[config.mk]
export PLATFORM = sky130hd
export DESIGN_NAME = c3lr_queue
export DESIGN_NICKNAME = d
export VERILOG_FILES = /design/src/hdl/c3lr_queue.sv
export SDC_FILE = /design/constraint.sdc
export NUM_CORES = 1
export LEC_CHECK = 0
export ABC_AREA = 1
export BUFFER_PORTS_ARGS = -buffer_cell sky130_fd_sc_hd__buf_2
export CAP_MARGIN = 20
export CORE_ASPECT_RATIO = 1.5
export CORE_MARGIN = 2
export CORE_UTILIZATION = 38
export DETAILED_ROUTE_END_ITERATION = 6
export PLACE_DENSITY_LB_ADDON = 0.1
export SLEW_MARGIN = 20
export SYNTH_ARGS = -nofsm -noshare
export SYNTH_HDL_FRONTEND = slang
export SYNTH_SLANG_ARGS = --single-unit
[constraint.sdc]
create_clock -name clk -period 1.5 [get_ports clk]
set_input_delay 0 -clock clk [delete_from_list [all_inputs] [get_ports clk]]
set_output_delay 0 -clock clk [all_outputs]
set_load 0.005 [all_outputs]
[src/hdl/c3lr_queue.sv]
// Two-entry job queue between the window front end and the MAC back end.
`default_nettype none
module c3lr_queue #(
    parameter int WIDTH = 8,
    parameter int DEPTH = 2
) (
    input  wire logic             clk,
    input  wire logic             rst_n,
    input  wire logic             push,
    input  wire logic [WIDTH-1:0] push_data,
    output logic                  push_ready,
    input  wire logic             pop,
    output logic                  pop_valid,
    output logic [WIDTH-1:0]      pop_data
);
    localparam int AW = (DEPTH > 1) ? $clog2(DEPTH) : 1;
    localparam int CW = $clog2(DEPTH + 1);

    logic [WIDTH-1:0] slot_reg [DEPTH];
    logic [AW-1:0]    wr_ptr_reg, rd_ptr_reg;
    logic [CW-1:0]    count_reg;

    assign push_ready = (count_reg != CW'(DEPTH));
    assign pop_valid  = (count_reg != '0);
    assign pop_data   = slot_reg[rd_ptr_reg];

    always_ff @(posedge clk)
    begin
        if (push && push_ready)
        begin
            slot_reg[wr_ptr_reg] <= push_data;
        end
    end

    always_ff @(posedge clk or negedge rst_n)
    begin
        if (!rst_n)
        begin
            wr_ptr_reg <= '0;
            rd_ptr_reg <= '0;
            count_reg  <= '0;
        end
        else
        begin
            if (push && push_ready)
            begin
                wr_ptr_reg <= (wr_ptr_reg == AW'(DEPTH - 1)) ? '0 : wr_ptr_reg + 1'b1;
            end
            if (pop && pop_valid)
            begin
                rd_ptr_reg <= (rd_ptr_reg == AW'(DEPTH - 1)) ? '0 : rd_ptr_reg + 1'b1;
            end
            case ({push && push_ready, pop && pop_valid})
                2'b10:   count_reg <= count_reg + 1'b1;
                2'b01:   count_reg <= count_reg - 1'b1;
                default: count_reg <= count_reg;
            endcase
        end
    end
endmodule
`default_nettype wire

==> impl_metrics.toml, run 1 <==
[outcome]
status = "finished, final reports clean"

[min_path]
worstHoldPathType = "in2async"

[job]
maximum_capacitance_violations = 0

[power]
power.static_leakage_nw = 0.524
irDropWorstVdd_uv = 881
power.density_mw_per_mm2 = 1660

[drt]
route.detailed.wl_per_inst_um = 10.9
drt_drc_violations_left = 0
detail_route.iter0.violations = 7
drt_pre_antenna_iters = 4
final_antenna_net_count = 0
routed-via-count = 611
vias_per_cell = 4.63
route.final.wire_length_mm = 1.44

[place]
finalWeightedCongestion = 0.675
buffer_ports.inserted = 21
dp_hpwl_mm = 1.05
placed_cells_incl_taps = 115

[timing]
tightest_slew_ns = 0.369
setup_repair_after_global_routing_missed_its_margin = "false"
count_of_pins_over_their_slew_limit = 0
setup_viol = 0
timing.final.crit_period_ns = 1.35
timing.fmax_mhz = 739
timing.final.crit_share_pct = 90.2
timing.setup.tns_ns = 0
report.final.hold_viol_count = 0
slew_headroom_pct = 75.4
finalClockSkew_ns = 0.00212

[finish]
design.final.nets = 124
antenna-diode-count = 0
largest_register_ffs = 16
drive_above_1_share_pct = 30.9
final_core_utilization_pct = 54.9
area_growth_pct = 35.5
final_cells = 132

[synthesis]
ys_types = 15
number_of_cells_produced_by_synthesis = 71
netlist_area_um2 = 821
synth.avg_cell_area_um2 = 11.6
netlist_top_cells_area = "sky130_fd_sc_hd__edfxtp_1 59%, sky130_fd_sc_hd__nand2_1 14%, sky130_fd_sc_hd__dfrtp_1 12%"
post-synth-top-count-cell = "sky130_fd_sc_hd__nand2_1"
yosys.area.top_type_share_pct = 58.5
synth_largest_area_cell = "sky130_fd_sc_hd__edfxtp_1"
ys_ff_latch = 20
mapped_nets = 84
seq_area_frac_synth_pct = 70.7
async_reset_ff_share_pct = 20.0
yosysWarningCount = 0
synth_top_cells_by_count = "31 x sky130_fd_sc_hd__nand2_1, 16 x sky130_fd_sc_hd__edfxtp_1, 5 x sky130_fd_sc_hd__inv_1"
yosys_most_used_dff = "sky130_fd_sc_hd__edfxtp_1"
synth_edf_count = 16

[worst_setup_path]
worst_r2r_startpoint = "count_reg[0]"
cp-end-kind = "register"
data_arrival_at_the_endpoint_of_the_critical_path_ns = 1.55
r2r_setup_slack_ns = 0.15
ff2ff_path_depth = 9
path_class = "reg2reg"
setup.worst_path.start = "count_reg[0]"
critical_path.startpoint_type = "register"
crit_end = "count_reg[1]"
critical_path.max_fanout = 3
cp.required_ns = 1.70
r2r_end = "count_reg[1]"

[floorplan]
design.die.area_mm2 = 0.00256
row_count = 20
io_pins = 22
dieHeight_um = 60.9
floorplan.initialDensity_pct = 40.5
die_x_um = 41.9
core_region_area_mm2 = 0.00203

[clock_tree]
htreeDepth = 1
cts.sink_count = 20
cts.clk_slew.worst_paths_ns = 0.11
cts_tree = "built"
cts_root_buffer = "sky130_fd_sc_hd__clkbuf_4"
cts-resized-gates = 0
worst_skew_pair.late_latency_ns = 0.29
tritoncts.num_buffers = 3
cts.path.max_buffers = 2

[global_routing]
global_route_wire_length_before_repair_mm = 2.46
grt_start_max_net_pins = 12
first_global_vias = 604
grt_antenna_before_repair = 0
global_route.usage.total_pct = 13.4
grt.overflow.total = 0
==> area by class of cell <==
class,count,area [um^2]
tap,22,27.5
sequential,20,581
clock inverter,1,3.75
fill,186,915
clock buffer,3,22.5
inverter,7,26.3
multi-input combinational,43,206
timing repair buffer,36,245
==> worst min path at each step <==
stage	from	slack (ns)	cells past startpoint	to
after floorplan	rst_n	-0.30	0	count_reg[0]
after global placement	rst_n	-0.19	1	count_reg[1]
after detailed placement	rst_n	-0.18	1	count_reg[1]
after CTS	rst_n	0.03	2	count_reg[1]
after global routing	rst_n	0.03	2	count_reg[1]
final	rst_n	0.03	2	count_reg[1]
==> metal layers <==
metal  GRT usage (%)  wire (um)  vias up
met2            25.2        751       18
li1                -          -      307
met3            1.79         72        2
met5               0          0        -
met1            13.6        602      284
met4            9.68         18        0
==> critical path, cell delays in order (launching register included) <==
cell,delay [ns]
sky130_fd_sc_hd__dfrtp_1,0.42
sky130_fd_sc_hd__inv_2,0.10
sky130_fd_sc_hd__nand2_2,0.07
sky130_fd_sc_hd__nand2_1,0.07
sky130_fd_sc_hd__inv_1,0.04
sky130_fd_sc_hd__ha_1,0.31
sky130_fd_sc_hd__inv_1,0.08
sky130_fd_sc_hd__nand3_1,0.07
sky130_fd_sc_hd__nand2_1,0.06
sky130_fd_sc_hd__nand2_1,0.04
==> where the power goes <==
group | switching, W | total, W | leakage [nW] | internal, W
logic | 0.000404 | 0.000730 | 0.313 | 0.000326
registers | 0.0000950 | 0.000866 | 0.196 | 0.000771
clock network | 0.000154 | 0.000251 | 0.0154 | 0.0000968
total | 0.000653 | 0.00185 | 0.524 | 0.00119
==> metrics by stage <==
step / cell area, um^2 / hold WS (ns) / setup WS [ns] / total power [W]
2_1_floorplan: 821 / -0.296 / 0.188 / 0.00130
3_3_place_gp: 961 / -0.185 / 0.138 / 0.00154
3_5_place_dp: 961 / -0.181 / 0.116 / 0.00157
4_1_cts: 1100 / 0.0319 / 0.0952 / 0.00184
5_1_grt: 1110 / 0.0282 / 0.0192 / 0.00200
6_report: 1110 / 0.0348 / 0.146 / 0.00185
==> layout by cell type (no fill, tap or decap) <==
master	instances
sky130_fd_sc_hd__nand4_1	1
sky130_fd_sc_hd__dlygate4sd3_1	11
sky130_fd_sc_hd__nand2_2	1
sky130_fd_sc_hd__xnor2_1	1
sky130_fd_sc_hd__buf_4	4
sky130_fd_sc_hd__nor2_1	2
sky130_fd_sc_hd__nor2_4	1
sky130_fd_sc_hd__dfrtp_1	4
sky130_fd_sc_hd__a21oi_1	1
sky130_fd_sc_hd__buf_2	21
sky130_fd_sc_hd__inv_2	2
sky130_fd_sc_hd__edfxtp_1	16
sky130_fd_sc_hd__clkinv_1	1
sky130_fd_sc_hd__nand2_1	31
sky130_fd_sc_hd__nand2_4	2
sky130_fd_sc_hd__clkbuf_4	3
sky130_fd_sc_hd__inv_1	5
sky130_fd_sc_hd__ha_1	1
sky130_fd_sc_hd__nand3_1	2
==> logic make-up (layout without fill, tap and decap cells) <==
kind of cell               Yosys count  after routing  share of synthesized area, %
and+or+nand+nor                     40             40                          22.0
AOI/OAI and AO/OA                    1              1                         0.609
buffers and inverters                8             47                          4.12
xor gates and xnor gates             1              1                          1.07
DFF                                 20             20                          70.7
adders and majority gates            1              1                          1.52
==> timing repair <==
action,in CTS,in global routing
setup buffers,0,2
endpoints found under the hold margin,22,0
endpoints found under the setup margin,0,1
hold buffers,11,0
No activity file was read; power rests on OpenSTA's default activity.
==> run 2, diff against run 1 <==
--- a/config.mk
+++ b/config.mk
@@ -11,6 +11,7 @@
 export CORE_ASPECT_RATIO = 1.5
 export CORE_MARGIN = 2
 export CORE_UTILIZATION = 38
+export CTS_BUF_LIST = sky130_fd_sc_hd__clkbuf_16
 export DETAILED_ROUTE_END_ITERATION = 6
 export PLACE_DENSITY_LB_ADDON = 0.1
 export SLEW_MARGIN = 20
==> run 2 against run 1 <==
- clock skew shrank 0.00072 ns
- non-clock buffer count decreased by 3
- hold slack worse by 0.012 ns
- clock power is 110% higher
- combinational power shrank 3.4%
- critical path depth is the same
- total power is 14% higher
- register-to-register slack barely moved
- via count is 1.6% lower
- fmax fell by 0.90%
- largest cell class unchanged
==> impl_metrics.toml, run 2 (same netlist as run 1, synthesis figures left out) <==
[clock_tree]
worst_skew_pair.late_latency_ns = 0.24
cts.path.max_buffers = 2
cts_tree = "built"
cts-resized-gates = 0
cts_root_buffer = "sky130_fd_sc_hd__clkbuf_16"
tritoncts.num_buffers = 3
cts.clk_slew.worst_paths_ns = 0.05
htreeDepth = 1
cts.sink_count = 20

[timing]
slew_headroom_pct = 75.2
timing.final.crit_share_pct = 91.1
tightest_slew_ns = 0.373
finalWorstSetupSlack_ns = 0.134
setup_repair_after_global_routing_missed_its_margin = "false"
setup_viol = 0
timing.final.crit_period_ns = 1.37
timing.fmax_mhz = 732
timing.setup.tns_ns = 0
count_of_pins_over_their_slew_limit = 0
finalClockSkew_ns = 0.00140
report.final.hold_viol_count = 0

[worst_setup_path]
critical_path.startpoint_type = "register"
worst_path_max_delay_cell = "sky130_fd_sc_hd__dfrtp_1"
worst-path-buf-inv = 3
cp.required_ns = 1.64
critPathMaxStageDelay_ns = 0.41
cell_by_cell_trace_of_the_critical_path = "inv_2 > nand2_2 > nand2_1 > inv_1 > ha_1 > inv_1 > nand3_1 > nand2_1 > nand2_1"
critical_path.max_fanout = 3
data_arrival_at_the_endpoint_of_the_critical_path_ns = 1.50
crit_path_max_delay_family = "flip-flops"
critPathMostFrequentCell = "sky130_fd_sc_hd__nand2_1"
cp-end-kind = "register"
path_class = "reg2reg"

[finish]
final_core_utilization_pct = 56.1
most-common-layout-cells = "31 x sky130_fd_sc_hd__nand2_1, 21 x sky130_fd_sc_hd__buf_2, 16 x sky130_fd_sc_hd__edfxtp_1"
design.final.nets = 121
layout_commonest_cell = "sky130_fd_sc_hd__nand2_1"
antenna-diode-count = 0
area_growth_pct = 38.6
drive_above_1_share_pct = 30.8
largest_register_ffs = 16

[drt]
drt_drc_violations_left = 0
route.detailed.wl_per_inst_um = 11.1
drt_pre_antenna_iters = 4
vias_per_cell = 4.66
detail_route.iter0.violations = 4
routed-via-count = 601
final_antenna_net_count = 0
route.final.wire_length_mm = 1.44

[floorplan]
row_count = 20
dieHeight_um = 60.9
floorplan.initialDensity_pct = 40.5
design.die.area_mm2 = 0.00256
die_x_um = 41.9
core_region_area_mm2 = 0.00203
io_pins = 22

[job]
maximum_capacitance_violations = 0

[global_routing]
grt_start_max_net_pins = 12
global_route.usage.total_pct = 13.3
global_route_wire_length_before_repair_mm = 2.48
first_global_vias = 595
grt.overflow.total = 0
grt_antenna_before_repair = 0

[power]
power.density_mw_per_mm2 = 1850
power.static_leakage_nw = 0.534
irDropWorstVdd_uv = 966

[place]
detailedPlace.worstSlack_ns = 0.116
buffer_ports.inserted = 21
finalWeightedCongestion = 0.675
dp_hpwl_mm = 1.05

[outcome]
status = "finished, final reports clean"

[min_path]
worstHoldPathType = "in2reg"
==> run 2: final timing paths <==
kind,start,to,slack (ns),cells past startpoint
max,count_reg[0],count_reg[1],0.13,9
min,pop,rd_ptr_reg,0.02,3
max reg2reg,count_reg[0],count_reg[1],0.13,9
min reg2reg,count_reg[1],count_reg[1],0.50,2
max in group asynchronous,rst_n,rd_ptr_reg,1.28,2
min in group asynchronous,rst_n,count_reg[1],0.10,2
==> run 2: timing repair <==
item	in CTS	in global routing
hold endpoints to repair	20	0
buffers inserted	0	1
setup endpoints to repair	0	1
hold buffers	9	0
==> run 2: cell type report <==
type	instances	area (um^2)
multi-input combinational	43	206
timing repair buffer	33	218
clock inverter	1	3.75
sequential	20	581
clock buffer	3	75.1
inverter	7	26.3
fill	179	890
tap	22	27.5
==> run 2: worst min-delay path: stages <==
cell and delay (ns):
sky130_fd_sc_hd__buf_2 0.09, sky130_fd_sc_hd__nand3_1 0.07, sky130_fd_sc_hd__nand2_1 0.07
==> run 2: report_power, final <==
group | switching (W) | internal (W)
Sequential | 0.0000979 | 0.000774
Combinational | 0.000399 | 0.000307
Clock | 0.000175 | 0.000354
==> run 2: stage by stage <==
stage / hold slack [ns] / cells / cell area [um^2] / power [W]
after floorplan: -0.296 / 71 / 821 / 0.00130
after CTS: 0.0258 / 128 / 1130 / 0.00212
after global routing: 0.0343 / 129 / 1140 / 0.00226
final: 0.0228 / 129 / 1140 / 0.00211
after global placement: -0.185 / 115 / 961 / 0.00154
after detailed placement: -0.181 / 115 / 961 / 0.00157
==> run 2: metal layers <==
layer  track usage (%)  part of all wire, %  up-vias
li1                  -                    -      300
met1              14.2                   40      284
met2              25.0                   54       15
met3              2.68                  4.6        2
met4              6.91                  1.0        0
met5                 0                    0        -
